## src/rtl/som_pkg.sv

```systemverilog
// Package: types, constants and codes shared by the map engine files
package som_pkg;
  localparam int GRID_ROWS_D  = 8;
  localparam int GRID_COLS_D  = 8;
  localparam int VECTOR_LEN_D = 2;

  typedef enum logic [2:0] {
    FN_LOAD     = 3'd0,
    FN_TRAIN    = 3'd1,
    FN_COUNT    = 3'd2,
    FN_FINALIZE = 3'd3,
    FN_CLASSIFY = 3'd4
  } func_t;

  localparam logic [1:0] KIND_TRAIN    = 2'd0;
  localparam logic [1:0] KIND_COUNT    = 2'd1;
  localparam logic [1:0] KIND_CLASSIFY = 2'd2;

  typedef struct packed {
    logic [2:0]         func;
    logic signed [15:0] value;
    logic               last;
    logic [2:0]         target_row;
    logic [2:0]         target_col;
    logic [3:0]         element_index;
    logic [15:0]        rate;
    logic [2:0]         radius;
    logic               class_bit;
  } in_word_t;

  typedef struct packed {
    logic [1:0]  result_kind;
    logic [2:0]  winner_row;
    logic [2:0]  winner_col;
    logic [37:0] min_distance;
    logic        label;
  } out_word_t;

  // Command handed from front to back
  typedef enum logic [2:0] {
    CMD_LOAD, CMD_FINALIZE, CMD_TRAIN, CMD_COUNT, CMD_CLASSIFY
  } cmd_op_t;

  typedef struct packed {
    cmd_op_t            op;
    logic signed [15:0] value;
    logic [4:0]         row;
    logic [4:0]         col;
    logic [3:0]         eidx;
    logic [15:0]        rate;
    logic [2:0]         radius;
    logic               class_bit;
  } cmd_t;

  typedef enum logic [3:0] {
    BK_IDLE, BK_SRCH, BK_SRCH_ACC, BK_DECIDE, BK_TRN_RD, BK_TRN_MUL, BK_TRN_WR,
    BK_CNT_RD, BK_CNT_WR, BK_FIN, BK_OUT
  } back_state_t;
endpackage

```

## src/rtl/som_queue.sv

```systemverilog
// Short command queue between front and back
module som_queue import som_pkg::*; (
  input  logic clk,
  input  logic rst_n,
  input  logic push,
  input  cmd_t push_cmd,
  output logic full,
  input  logic pop,
  output logic empty,
  output cmd_t head
);
  cmd_t mem_r [2];
  logic [1:0] wp_r, rp_r;
  assign full = (wp_r[0] == rp_r[0]) && (wp_r[1] != rp_r[1]);
  assign empty = wp_r == rp_r;
  assign head = mem_r[rp_r[0]];
  always_ff @(posedge clk) begin
    if (!rst_n) begin
      wp_r <= '0;
      rp_r <= '0;
    end else begin
      if (push) wp_r <= wp_r + 2'd1;
      if (pop) rp_r <= rp_r + 2'd1;
    end
    if (push) mem_r[wp_r[0]] <= push_cmd;
  end
endmodule

```

## config.mk

```make
export PLATFORM = sky130hd
export DESIGN_NAME = som_queue
export DESIGN_NICKNAME = d
export VERILOG_FILES = /design/src/rtl/som_pkg.sv /design/src/rtl/som_queue.sv
export SDC_FILE = /design/constraint.sdc
export NUM_CORES = 1
export LEC_CHECK = 0
export BUFFER_PORTS_ARGS = -buffer_cell sky130_fd_sc_hd__buf_2
export CORE_ASPECT_RATIO = 1.75
export CORE_MARGIN = 4
export CORE_UTILIZATION = 52
export DETAILED_ROUTE_END_ITERATION = 8
export PLACE_DENSITY = 0.91
export SLEW_MARGIN = 20
export SYNTH_ARGS = -nofsm -noshare
export SYNTH_HDL_FRONTEND = slang
export SYNTH_SLANG_ARGS = --single-unit
export TNS_END_PERCENT = 50
```

## constraint.sdc

```tcl
create_clock -name clk -period 4.7 [get_ports clk]
set_input_delay 0.705 -clock clk [delete_from_list [all_inputs] [get_ports clk]]
set_output_delay 0.705 -clock clk [all_outputs]
set_load 0.02 [all_outputs]
```

==> out/metrics.cfg <==
[grt]
gr-usage-met1_pct = 14.2
grt_max_degree = 54
grt_use_met2_pct = 28.8
busiest_layer = met2
grt_pass1_vias = 2200
antenna_found_initial = 0
grtUsageTotal_pct = 15.0
gr-total-overflow = 0
grtUsageMet3_pct = 4.15
grt_pass1_wl_um = 10900

[sta]
fin_setup_tns_ns = 0
slew_violations = 0
skew_ns = 0.00330
rsz0062_at_grt = false
min_period_over_period_pct = 55.3
fmax_mhz = 385
min_period_ns = 2.60
max_slew_margin_pct = 30.6
tightest_slew_ns = 1.04
hold_violations = 0
setup_viol = 0

[pwr]
seqPwrFrac_pct = 54.6
clkPwrFrac_pct = 33.1
power_density_nw_per_um2 = 418
p_switching_mw = 0.474
ir_worst_vdd_mv = 0.315
comb_power_share_pct = 12.3
totalPowerFinal_mw = 2.16
p_leak_nw = 2.06
internal-power_mw = 1.68
swShare_pct = 22.0

[routing]
drtPass1Iterations = 4
wire_per_inst_um = 17.8
drc = 0
dr_total_vias = 2015
ant_nets = 0
drt_iter0_markers = 102
avgViaCountPerCell = 5.04
wl_um = 7110

[synthesis]
avgSynthCellArea_um2 = 22.8
syn_nets = 245
synth_area_um2 = 4300
synth_cell_types = 17
yosysWarnings = 0
ys_ff_latch = 111
synth_cells = 188
yosysSeqAreaShare_pct = 76.4

[clock_tree]
cts_hold_buf = 0
cts-htree-levels = 3
cts-buffers-inserted = 9
clk_latency_ns = 0.33
path_clk_slew_ns = 0.06
ctsResizeCount = 0
cts_tree = done
clock-sinks = 111
clockBufferDepth = 2
root_buffer = clkbuf_16
postCtsSetupBuffers = 0

[floorplanning]
die_area_um2 = 9840
core_area_um2 = 8020
dieHeight_um = 128
ios = 112
num_rows = 43
die_w_um = 76.7
start_util_pct = 53.6

[outcome]
status = finished, final reports clean

[final_layout]
drive_above_1_share_pct = 58.4
final_common_cell = buf_2
final_cell_mix = buf_2, edfxtp_1, mux2_4
syn2layout_area_growth_pct = 20.2
nFillCells = 547
insertedDiodeCount = 0
seqCellArea_um2 = 3290
nNetsFinal = 363
multiInputGateArea_um2 = 910

[placement]
hpwl_um = 5130
portBuffers = 111
gp_congestion = 0.700

[worst_setup_path]
critical_path.startpoint_type = flip-flop
cp_data_arrival_time_ns = 1.89
path_delay_family = flip-flops
crit_type = reg -> out
cp_num_buf_inv = 1
crit_chain = mux2_4 > buf_2
r2r_cells = 2
reg2reg_slack_ns = 2.78
cp-end-kind = primary output
cp_slowest_stage_delay_ns = 0.97
path_max_fanout = 53
r2r_end = mem_r[0][36]
r2r-start = wp_r[0]
worstPathRequired_ns = 3.99
crit_slowest_cell = dfxtp_4

[flow_run]
max-cap-violations = 0

[hold_path]
hold_path_end = wp_r[1]
min_from = wp_r[1]
hp-class = reg -> reg
hold_depth = 2

logic make-up after synthesis:
kind of cell    count (synthesis)  synth area share, %
buf+inv                         6                 2.59
flops                         111                 76.4
mux                            54                 18.5
compound gates                  2                0.291
xor+xnor                        3                0.612
simple gates                   12                 1.57
worst reg2reg max path, cell delays in order, from the launching register on:
cell and delay (ns):
dfxtp_1 0.38, nor2b_4 0.84, buf_4 0.40
area by class of cell:
cell class	instances	share of cell area, %
multi-input combinational	71	17.6
clock inverter	3	0.873
clock buffer	12	4.58
tap	90	2.18
sequential	111	63.7
timing repair buffer	113	11.1
worst max-delay path by stage:
| stage | from | to | slack [ns] | cells past startpoint |
|---|---|---|---|---|
| floorplan | push | mem_r[0][0] | 1.15 | 1 |
| global placement | push | mem_r[0][11] | 2.31 | 3 |
| detailed placement | push | mem_r[0][13] | 2.27 | 3 |
| CTS | flip-flop | head[37] | 2.04 | 2 |
| global route | flip-flop | head[39] | 1.98 | 2 |
| finish | flip-flop | head[15] | 2.10 | 2 |
metal layers:
| metal | wire, um | share of wire (%) |
|---|---|---|
| met1 | 2330 | 33 |
| met2 | 4290 | 60 |
| met3 | 385 | 5.4 |
| met4 | 102 | 1.4 |
| met5 | 0 | 0 |
power groups by stage:
stage / logic, mW / clock network [mW] / registers [mW]
2_1_floorplan: 0.216 / 0 / 1.17
3_3_place_gp: 0.263 / 0 / 1.20
3_5_place_dp: 0.269 / 0 / 1.20
4_1_cts: 0.269 / 0.727 / 1.18
5_1_grt: 0.281 / 0.775 / 1.18
6_report: 0.264 / 0.714 / 1.18
registers in the layout (all words and copies together) (netlist names), named ones only:
register and count:
wp_r 2, mem_r 106, rp_r 2
synthesized netlist by cell type:
| master | instances | share of area [%] |
|---|---|---|
| edfxtp_1 | 106 | 74 |
| mux2_4 | 50 | 17 |
| buf_12 | 5 | 2.3 |
| dfxtp_1 | 5 | 2.3 |
| and2_1 | 3 | 0.44 |
| mux2_2 | 3 | 0.79 |
| nand2_1 | 3 | 0.26 |
| nor2b_1 | 3 | 0.44 |
| xor2_1 | 2 | 0.41 |
| buf_6 | 1 | 0.26 |
| mux2i_1 | 1 | 0.23 |
| nand2b_1 | 1 | 0.15 |
| nand4b_1 | 1 | 0.20 |
| nor2_1 | 1 | 0.087 |
| o21a_1 | 1 | 0.17 |
| o21ai_0 | 1 | 0.12 |
| xnor2_1 | 1 | 0.20 |
through the flow:
stage	utilization (%)	hold slack, ns	std cells	worst slack [ns]	area [um^2]
finish	64.4	0.504	400	2.10	5160
global route	64.4	0.526	400	1.98	5160
CTS	64.4	0.503	400	2.04	5160
detailed placement	60.9	0.498	385	2.27	4880
global placement	60.9	0.478	385	2.31	4880
floorplan	-	0.457	188	1.15	4300
(Power assumes the default switching activity.)
