==> src/rtl/som_pkg.sv <==
// Package: types, constants and codes shared by the map engine files
package som_pkg;
  localparam int GRID_ROWS_D  = 8;
  localparam int GRID_COLS_D  = 8;
  localparam int VECTOR_LEN_D = 2;

  typedef enum logic [2:0] {
    FN_LOAD     = 3'd0,
    FN_TRAIN    = 3'd1,
    FN_COUNT    = 3'd2,
    FN_FINALIZE = 3'd3,
    FN_CLASSIFY = 3'd4
  } func_t;

  localparam logic [1:0] KIND_TRAIN    = 2'd0;
  localparam logic [1:0] KIND_COUNT    = 2'd1;
  localparam logic [1:0] KIND_CLASSIFY = 2'd2;

  typedef struct packed {
    logic [2:0]         func;
    logic signed [15:0] value;
    logic               last;
    logic [2:0]         target_row;
    logic [2:0]         target_col;
    logic [3:0]         element_index;
    logic [15:0]        rate;
    logic [2:0]         radius;
    logic               class_bit;
  } in_word_t;

  typedef struct packed {
    logic [1:0]  result_kind;
    logic [2:0]  winner_row;
    logic [2:0]  winner_col;
    logic [37:0] min_distance;
    logic        label;
  } out_word_t;

  // Command handed from front to back
  typedef enum logic [2:0] {
    CMD_LOAD, CMD_FINALIZE, CMD_TRAIN, CMD_COUNT, CMD_CLASSIFY
  } cmd_op_t;

  typedef struct packed {
    cmd_op_t            op;
    logic signed [15:0] value;
    logic [4:0]         row;
    logic [4:0]         col;
    logic [3:0]         eidx;
    logic [15:0]        rate;
    logic [2:0]         radius;
    logic               class_bit;
  } cmd_t;

  typedef enum logic [3:0] {
    BK_IDLE, BK_SRCH, BK_SRCH_ACC, BK_DECIDE, BK_TRN_RD, BK_TRN_MUL, BK_TRN_WR,
    BK_CNT_RD, BK_CNT_WR, BK_FIN, BK_OUT
  } back_state_t;
endpackage

==> src/rtl/som_front.sv <==
// Front end: accepts words, buffers pattern elements, issues commands
module som_front import som_pkg::*; #(
  parameter int VECTOR_LEN = VECTOR_LEN_D,
  parameter int GRID_ROWS  = GRID_ROWS_D,
  parameter int GRID_COLS  = GRID_COLS_D,
  localparam int EW = (VECTOR_LEN > 1) ? $clog2(VECTOR_LEN) : 1
) (
  input  logic        clk,
  input  logic        rst_n,
  input  logic        in_valid,
  output logic        in_stall,
  input  in_word_t    in_word,
  output logic        cmd_valid,
  input  logic        cmd_full,
  input  logic        pat_busy,
  output cmd_t        cmd,
  input  logic [EW-1:0] pat_raddr,
  output logic signed [15:0] pat_rdata
);
  logic signed [15:0] pat_r [VECTOR_LEN];
  logic [EW-1:0] cnt_r, cnt_nxt;
  logic acc, elem, issue;

  // hold all words while the queue is full, element words while any command waits or runs
  assign in_stall = cmd_full || (elem && pat_busy);
  assign acc = in_valid && !in_stall;
  assign elem = (in_word.func == FN_TRAIN) || (in_word.func == FN_COUNT) ||
                (in_word.func == FN_CLASSIFY);
  assign pat_rdata = pat_r[pat_raddr];

  always_comb begin
    cmd = '0;
    cmd.value = in_word.value;
    cmd.row = {2'b0, in_word.target_row};
    cmd.col = {2'b0, in_word.target_col};
    cmd.eidx = in_word.element_index;
    cmd.rate = in_word.rate;
    cmd.radius = in_word.radius;
    cmd.class_bit = in_word.class_bit;
    issue = 1'b0;
    cnt_nxt = cnt_r;
    case (in_word.func)
      FN_LOAD: begin
        cmd.op = CMD_LOAD;
        issue = (32'(in_word.target_row) < GRID_ROWS) && (32'(in_word.target_col) < GRID_COLS)
                && (32'(in_word.element_index) < VECTOR_LEN);
      end
      FN_FINALIZE: begin
        cmd.op = CMD_FINALIZE;
        issue = 1'b1;
      end
      FN_TRAIN:    cmd.op = CMD_TRAIN;
      FN_COUNT:    cmd.op = CMD_COUNT;
      FN_CLASSIFY: cmd.op = CMD_CLASSIFY;
      default:     cmd.op = CMD_LOAD;
    endcase
    if (elem) begin
      issue = in_word.last;
      if (in_word.last) cnt_nxt = '0;
      else if (32'(cnt_r) < VECTOR_LEN - 1) cnt_nxt = cnt_r + 1'b1;
    end
    cmd_valid = acc && issue;
  end

  always_ff @(posedge clk) begin
    if (!rst_n) begin
      cnt_r <= '0;
    end else if (acc) begin
      cnt_r <= cnt_nxt;
    end
    if (acc && elem) pat_r[cnt_r] <= in_word.value;
  end
endmodule

==> config.mk <==
export PLATFORM = sky130hd
export DESIGN_NAME = som_front
export DESIGN_NICKNAME = d
export VERILOG_FILES = /design/src/rtl/som_pkg.sv /design/src/rtl/som_front.sv
export SDC_FILE = /design/constraint.sdc
export NUM_CORES = 1
export LEC_CHECK = 0
export BUFFER_PORTS_ARGS = -buffer_cell sky130_fd_sc_hd__buf_2
export CORE_MARGIN = 2
export CORE_UTILIZATION = 35
export DETAILED_ROUTE_END_ITERATION = 7
export GPL_ROUTABILITY_DRIVEN = 0
export PLACE_DENSITY = 0.72
export REMOVE_ABC_BUFFERS = 1
export SLEW_MARGIN = 20
export SYNTH_ARGS = -nofsm -noshare
export SYNTH_HDL_FRONTEND = slang
export SYNTH_SLANG_ARGS = --single-unit
==> constraint.sdc <==
create_clock -name clk -period 2.7 [get_ports clk]
set_input_delay 0.135 -clock clk [delete_from_list [all_inputs] [get_ports clk]]
set_output_delay 0.135 -clock clk [all_outputs]
set_load 0.05 [all_outputs]
==> results.json, run 1 <==
{
  "outcome": "finished clean",
  "ys_warn_count": 0,
  "synth.cell_area_um2": 1712,
  "finClkSkew_ns": 0.002450,
  "clock-sinks": 33,
  "period_share_pct": 58.67,
  "tns_ns": 0,
  "cts_tree": "done",
  "dp_slack_ns": 1.117,
  "numCtsBuffers": 5,
  "antenna_found_initial": 0,
  "finalSetupViolCount": 0,
  "insertedDiodeCount": 0,
  "wl_per_cell_um": 15.19,
  "drive_above_1_share_pct": 60.65,
  "top_layer_used": "met4",
  "io-pin-count": 127,
  "grt_pass1_wl_um": 4485,
  "crit_path_start_kind": "input port",
  "crit_type": "in -> out",
  "crit_end": "cmd_valid",
  "power_frac_comb_pct": 16.7,
  "dieArea_um2": 5466,
  "cts_repair_resize_count": 0,
  "die_h_um": 73.93,
  "vdd_ir_drop_max_mv": 0.2095,
  "rows": 25,
  "drt-total-wl_um": 3372,
  "layout.nets": 210,
  "hold_violations": 0,
  "syn2layout_area_growth_pct": 9.503,
  "globalRoute.totalOverflow": 0,
  "endpoint_kind": "primary output",
  "leakage_nw": 0.7669,
  "nFillCells": 432,
  "seqPwrFrac_pct": 47.0,
  "final_cells": 222,
  "synth_cells": 128,
  "via_per_inst": 4.383,
  "p_per_area_nw_per_um2": 646.2,
  "period_needed_ns": 1.584,
  "vias": 973,
  "grt_pass1_vias": 820,
  "rr_worst_depth": 3,
  "p_switching_w": 0.0003210,
  "dr.pass1.iters": 4,
  "grt.total_usage_pct": 12.07,
  "synth-seq-cells": 33,
  "grt_max_degree": 17,
  "holdBufCountCts": 0,
  "worst_slack_ns": 1.116,
  "root_buffer": "clkbuf_8",
  "clock_latency_ns": 0.28,
  "seq_area_frac_synth_pct": 57.31,
  "post_cts_buffers": 0,
  "core_um2": 4723,
  "routed-wl-met3_um": 534,
  "ff2ff_setup_slack_ns": 1.65,
  "place_area_um2": 1768,
  "r2r_end": "pat_r[1][10]",
  "numPlacedInstances": 214,
  "final_cell_area_um2": 1874,
  "ant_nets": 0,
  "drv_cap": 0,
  "maxSlewViolCount": 0,
  "numPortBuffers": 68,
  "p_clk_share_pct": 36.3,
  "critPathLaunch": "in_word[49]",
  "die_width_um": 73.93,
  "path_clk_slew_ns": 0.06,
  "critPathArrivalTime_ns": 1.45,
  "place_hpwl_um": 2471,
  "rr_startpoint": "cnt_r",
  "max_freq_ghz": 0.6312,
  "m1WireLength_um": 1562,
  "drcViolationCount": 0,
  "rsz0062_at_grt": "no",
  "internal_power_w": 0.0008901,
  "crit_fanout": 8,
  "postSynthAreaPerCell_um2": 13.37,
  "worstPathRequired_ns": 2.57,
  "route.met2.wl_um": 1207,
  "first_iter_violations": 60,
  "synth.distinct_cells": 23,
  "p_sw_share_pct": 26.51,
  "h-tree-depth": 2,
  "initial_core_util_pct": 36.24,
  "hold_path.class": "in -> reg",
  "cts_buffer_depth": 2
}
placed cells by master (no fill, tap or decap):
cell,count
inv_1,2
and2b_2,1
xor2_1,1
buf_2,68
clkinv_1,1
nor3b_1,2
dfxtp_1,1
a21oi_1,1
clkbuf_8,5
clkbuf_1,1
bufinv_16,1
xnor2_1,1
mux2i_1,1
nand2b_1,1
nand2_1,4
nor2_1,3
a211oi_2,1
or4_1,1
mux2_2,16
edfxtp_1,32
buf_4,2
conb_1,4
o211ai_1,2
o21ai_0,2
o2111a_1,1
worst max-delay path, stage by stage:
cell and delay (ns):
buf_2 0.14, or4_1 0.54, a211oi_2 0.19, o2111a_1 0.20, buf_2 0.25
Yosys cell counts, drive strengths merged:
cell type	number	area, um2
mux2i	1	10.01
o2111a	1	11.26
o21ai	2	10.01
dfxtp	1	20.02
xor2	1	8.760
nor3b	2	15.01
clkbuf	2	8.750
edfxtp	32	960.9
conb	1	3.750
buf	52	385.4
or4	1	7.510
xnor2	1	8.760
o211ai	2	15.01
nand2b	1	6.260
mux2	16	180.2
a21oi	1	5.000
and2b	1	8.760
nand2	4	15.01
nor2	3	11.26
a211oi	1	12.51
inv	2	7.510
per-layer routing:
metal  global-route usage [%]  vias to the layer above
met2                    13.49                       85
met4                    6.061                        0
li1                         -                      441
met1                    15.66                      439
met3                    10.16                        8
met5                   0.9259                        -
layout make-up:
| class | count | area, um2 | share of cell area [%] |
|---|---|---|---|
| tap | 67 | 83.83 | 4.473 |
| multi-input combinational | 42 | 340.3 | 18.16 |
| clock buffer | 6 | 72.57 | 3.872 |
| timing repair buffer | 70 | 355.3 | 18.96 |
| inverter | 2 | 7.507 | 0.4005 |
| clock inverter | 2 | 33.78 | 1.802 |
| sequential | 33 | 980.9 | 52.34 |
kinds of logic (layout without fill, tap and decap cells):
logic type	count (synthesis)	in the layout	synth area share [%]
simple gates	12	12	3.728
xor+xnor	2	2	1.024
buf+inv	56	80	23.46
compound gates	7	7	3.143
other cells	1	4	0.2191
flops	33	33	57.31
mux	17	17	11.11
worst min path at each step:
stage                     start           to  slack (ns)  cells after the start
detailed placement  in_word[15]      cmd[15]        0.27                      0
global placement    in_word[15]      cmd[15]        0.27                      0
finish              in_word[34]  pat_r[0][3]        0.05                      1
CTS                 in_word[32]  pat_r[1][1]        0.04                      1
global route        in_word[32]  pat_r[1][1]        0.04                      1
floorplan           in_word[31]  pat_r[0][0]        0.23                      0
power by group through the flow:
stage	sequential (W)	combinational (W)	clock (W)
after floorplan	0.000580	0.0000853	0
after global placement	0.000580	0.000202	0
after detailed placement	0.000580	0.000203	0
after CTS	0.000569	0.000204	0.000455
after global routing	0.000569	0.000213	0.000475
final	0.000569	0.000202	0.000440
per-stage QoR:
| step | power [W] | hold slack, ns | util (%) |
|---|---|---|---|
| 3_5_place_dp | 0.0007834 | 0.2705 | 37.43 |
| 4_1_cts | 0.001228 | 0.04363 | 39.68 |
| 3_3_place_gp | 0.0007820 | 0.2705 | 37.43 |
| 2_1_floorplan | 0.0006654 | 0.2339 | - |
| 6_report | 0.001211 | 0.05173 | 39.68 |
| 5_1_grt | 0.001257 | 0.04362 | 39.68 |
flip-flops by register name, indices dropped and copies added (netlist names):
signal / cells
pat_r: 32
cnt_r: 1
Power figures use the tool's default switching activity.
==> run 2: changes to the inputs <==
ABC_AREA = 1   (was unset)
PLACE_DENSITY = 0.75   (was 0.72)
clock period = 1.45 ns   (was 2.7 ns; I/O delays follow)
==> results.json, run 2 <==
{
  "ant_nets": 0,
  "synthSimpleGateAreaFrac_pct": 6.798,
  "whs_ns": 0.01289,
  "ys.flop_type": "edfxtp_1",
  "hold_path.class": "in -> reg",
  "antenna_found_initial": 0,
  "syn2layout_area_growth_pct": 16.67,
  "synth_fa_ha_area_share_pct": 0,
  "critPathMaxStageDelay_ns": 0.36,
  "die_width_um": 73.93,
  "period_needed_ns": 1.195,
  "path_clk_slew_ns": 0.06,
  "vias": 1053,
  "ys_warn_count": 0,
  "seq_area_frac_synth_pct": 57.31,
  "rows": 25,
  "core_um2": 4723,
  "wl_per_cell_um": 14.25,
  "crit_path_start_kind": "flip-flop",
  "io-pin-count": 127,
  "largest_reg_flops": 32,
  "synth_top_family_by_area": "buffers and inverters",
  "die_h_um": 73.93,
  "cts_buffer_depth": 2,
  "post_cts_buffers": 0,
  "p_per_area_nw_per_um2": 1036,
  "grt_pass1_wl_um": 4795,
  "worst_slack_ns": 0.2550,
  "top_regs": "pat_r x32, cnt_r x1",
  "dr.pass1.iters": 3,
  "outcome": "finished clean",
  "postSynthAreaPerCell_um2": 12.87,
  "finalSetupViolCount": 0,
  "drt-total-wl_um": 3476,
  "drcViolationCount": 0,
  "synth.distinct_cells": 17,
  "dp_slack_ns": 0.1329,
  "async_flop_share_pct": 0,
  "cts_tree": "done",
  "cts_repair_resize_count": 0,
  "finClkSkew_ns": 0.005423,
  "synth.cell_area_um2": 1712,
  "synth_commonest_cells": "buf_4 (50), edfxtp_1 (32), mux2_2 (16)",
  "synth_xor_area_share_pct": 0,
  "vdd_ir_drop_max_mv": 0.3080,
  "critPathArrivalTime_ns": 1.12,
  "netlist_top_cells_area": "edfxtp_1 (56%), buf_4 (22%), mux2_2 (11%)",
  "top_register": "pat_r",
  "worstPathRequired_ns": 1.38,
  "maxSlewViolCount": 0,
  "crit_type": "reg -> out",
  "drive_above_1_share_pct": 55.93,
  "max_freq_ghz": 0.8368,
  "period_share_pct": 82.42,
  "place_hpwl_um": 2606,
  "synth-seq-cells": 33,
  "clock_latency_ns": 0.28,
  "layout.nets": 232,
  "grt.total_usage_pct": 12.70,
  "numPlacedInstances": 223,
  "synth_cells": 133,
  "final_cell_area_um2": 1997,
  "crit_family": "flip-flops",
  "final_cells": 244,
  "first_iter_violations": 32,
  "holdBufCountCts": 12,
  "cp_slowest_cell": "edfxtp_1",
  "endpoint_kind": "primary output",
  "nFillCells": 438,
  "synthMostInstantiatedCell": "buf_4",
  "crit_chain": "mux2_2 -> buf_2",
  "clock-sinks": 33,
  "numPortBuffers": 68,
  "synth_edf_count": 32,
  "rsz0062_at_grt": "no",
  "numCtsBuffers": 5,
  "yosys.area.top_type": "edfxtp_1",
  "hold_violations": 0,
  "globalRoute.totalOverflow": 0,
  "root_buffer": "clkbuf_8",
  "dieArea_um2": 5466,
  "insertedDiodeCount": 0,
  "crit_fanout": 1,
  "synth_compound_area_share_pct": 0.2924,
  "grt_max_degree": 17,
  "drv_cap": 0,
  "initial_core_util_pct": 36.24,
  "final_common_cell": "buf_2",
  "synthMuxAreaShare_pct": 10.53,
  "leakage_nw": 0.8691,
  "place_area_um2": 1785,
  "layout_common_cells": "buf_2 (68), edfxtp_1 (32), mux2_2 (16)",
  "yosysTopAreaCellShare_pct": 56.14,
  "fin_util_pct": 42.28,
  "grt_pass1_vias": 954,
  "path_buf_inv": 1,
  "h-tree-depth": 2,
  "via_per_inst": 4.316
}
[run 2: path summary, 6_finish.rpt]
kind / start / endpoint / slack (ns) / depth (start not counted)
max: pat_r[1][6] / pat_rdata[6] / 0.25 / 2
max reg2reg: cnt_r / pat_r[1][5] / 0.45 / 3
min reg2reg: cnt_r / cnt_r / 0.56 / 4
min: in_word[34] / pat_r[0][3] / 0.01 / 1
[run 2: logic make-up (layout without fill, tap and decap cells)]
logic type / after synthesis / after routing
mux: 16 / 16
other cells: 1 / 4
flops: 33 / 33
buf+inv: 61 / 102
simple gates: 21 / 21
compound gates: 1 / 1
[run 2: layout make-up]
cell class	instances	area [um2]	area share [%]
multi-input combinational	42	316.6	15.85
sequential	33	980.9	49.12
clock inverter	3	12.51	0.6266
inverter	9	33.78	1.692
timing repair buffer	85	500.5	25.06
tap	67	83.83	4.198
clock buffer	5	68.82	3.446
[run 2: worst reg2reg max path: cells and delay by family (launching register included)]
kind	cells	cell delay, ns
flip-flops	1	0.32
buffers and inverters	2	0.25
AND/OR/NAND/NOR	1	0.13
[run 2: per-layer routing]
layer	vias up	GRT usage [%]	routed length, um
met1	477	15.76	1471
met3	4	11.11	601
li1	480	-	-
met4	0	4.242	36
met5	-	0	0
met2	92	15.87	1367
[run 2: metrics by stage]
stage | power [W] | TNS [ns]
detailed placement | 0.001454 | 0
CTS | 0.002108 | 0
floorplan | 0.001235 | -3.840
global placement | 0.001451 | 0
finish | 0.002069 | 0
global route | 0.002168 | 0
[run 2: power by group]
group          internal [W]  total (W)  switching (W)  leakage [nW]
Sequential          0.00106    0.00106     0.00000200         0.297
Clock              0.000322   0.000610       0.000288        0.0430
Combinational      0.000113   0.000401       0.000288         0.529
Total               0.00149    0.00207       0.000578         0.869
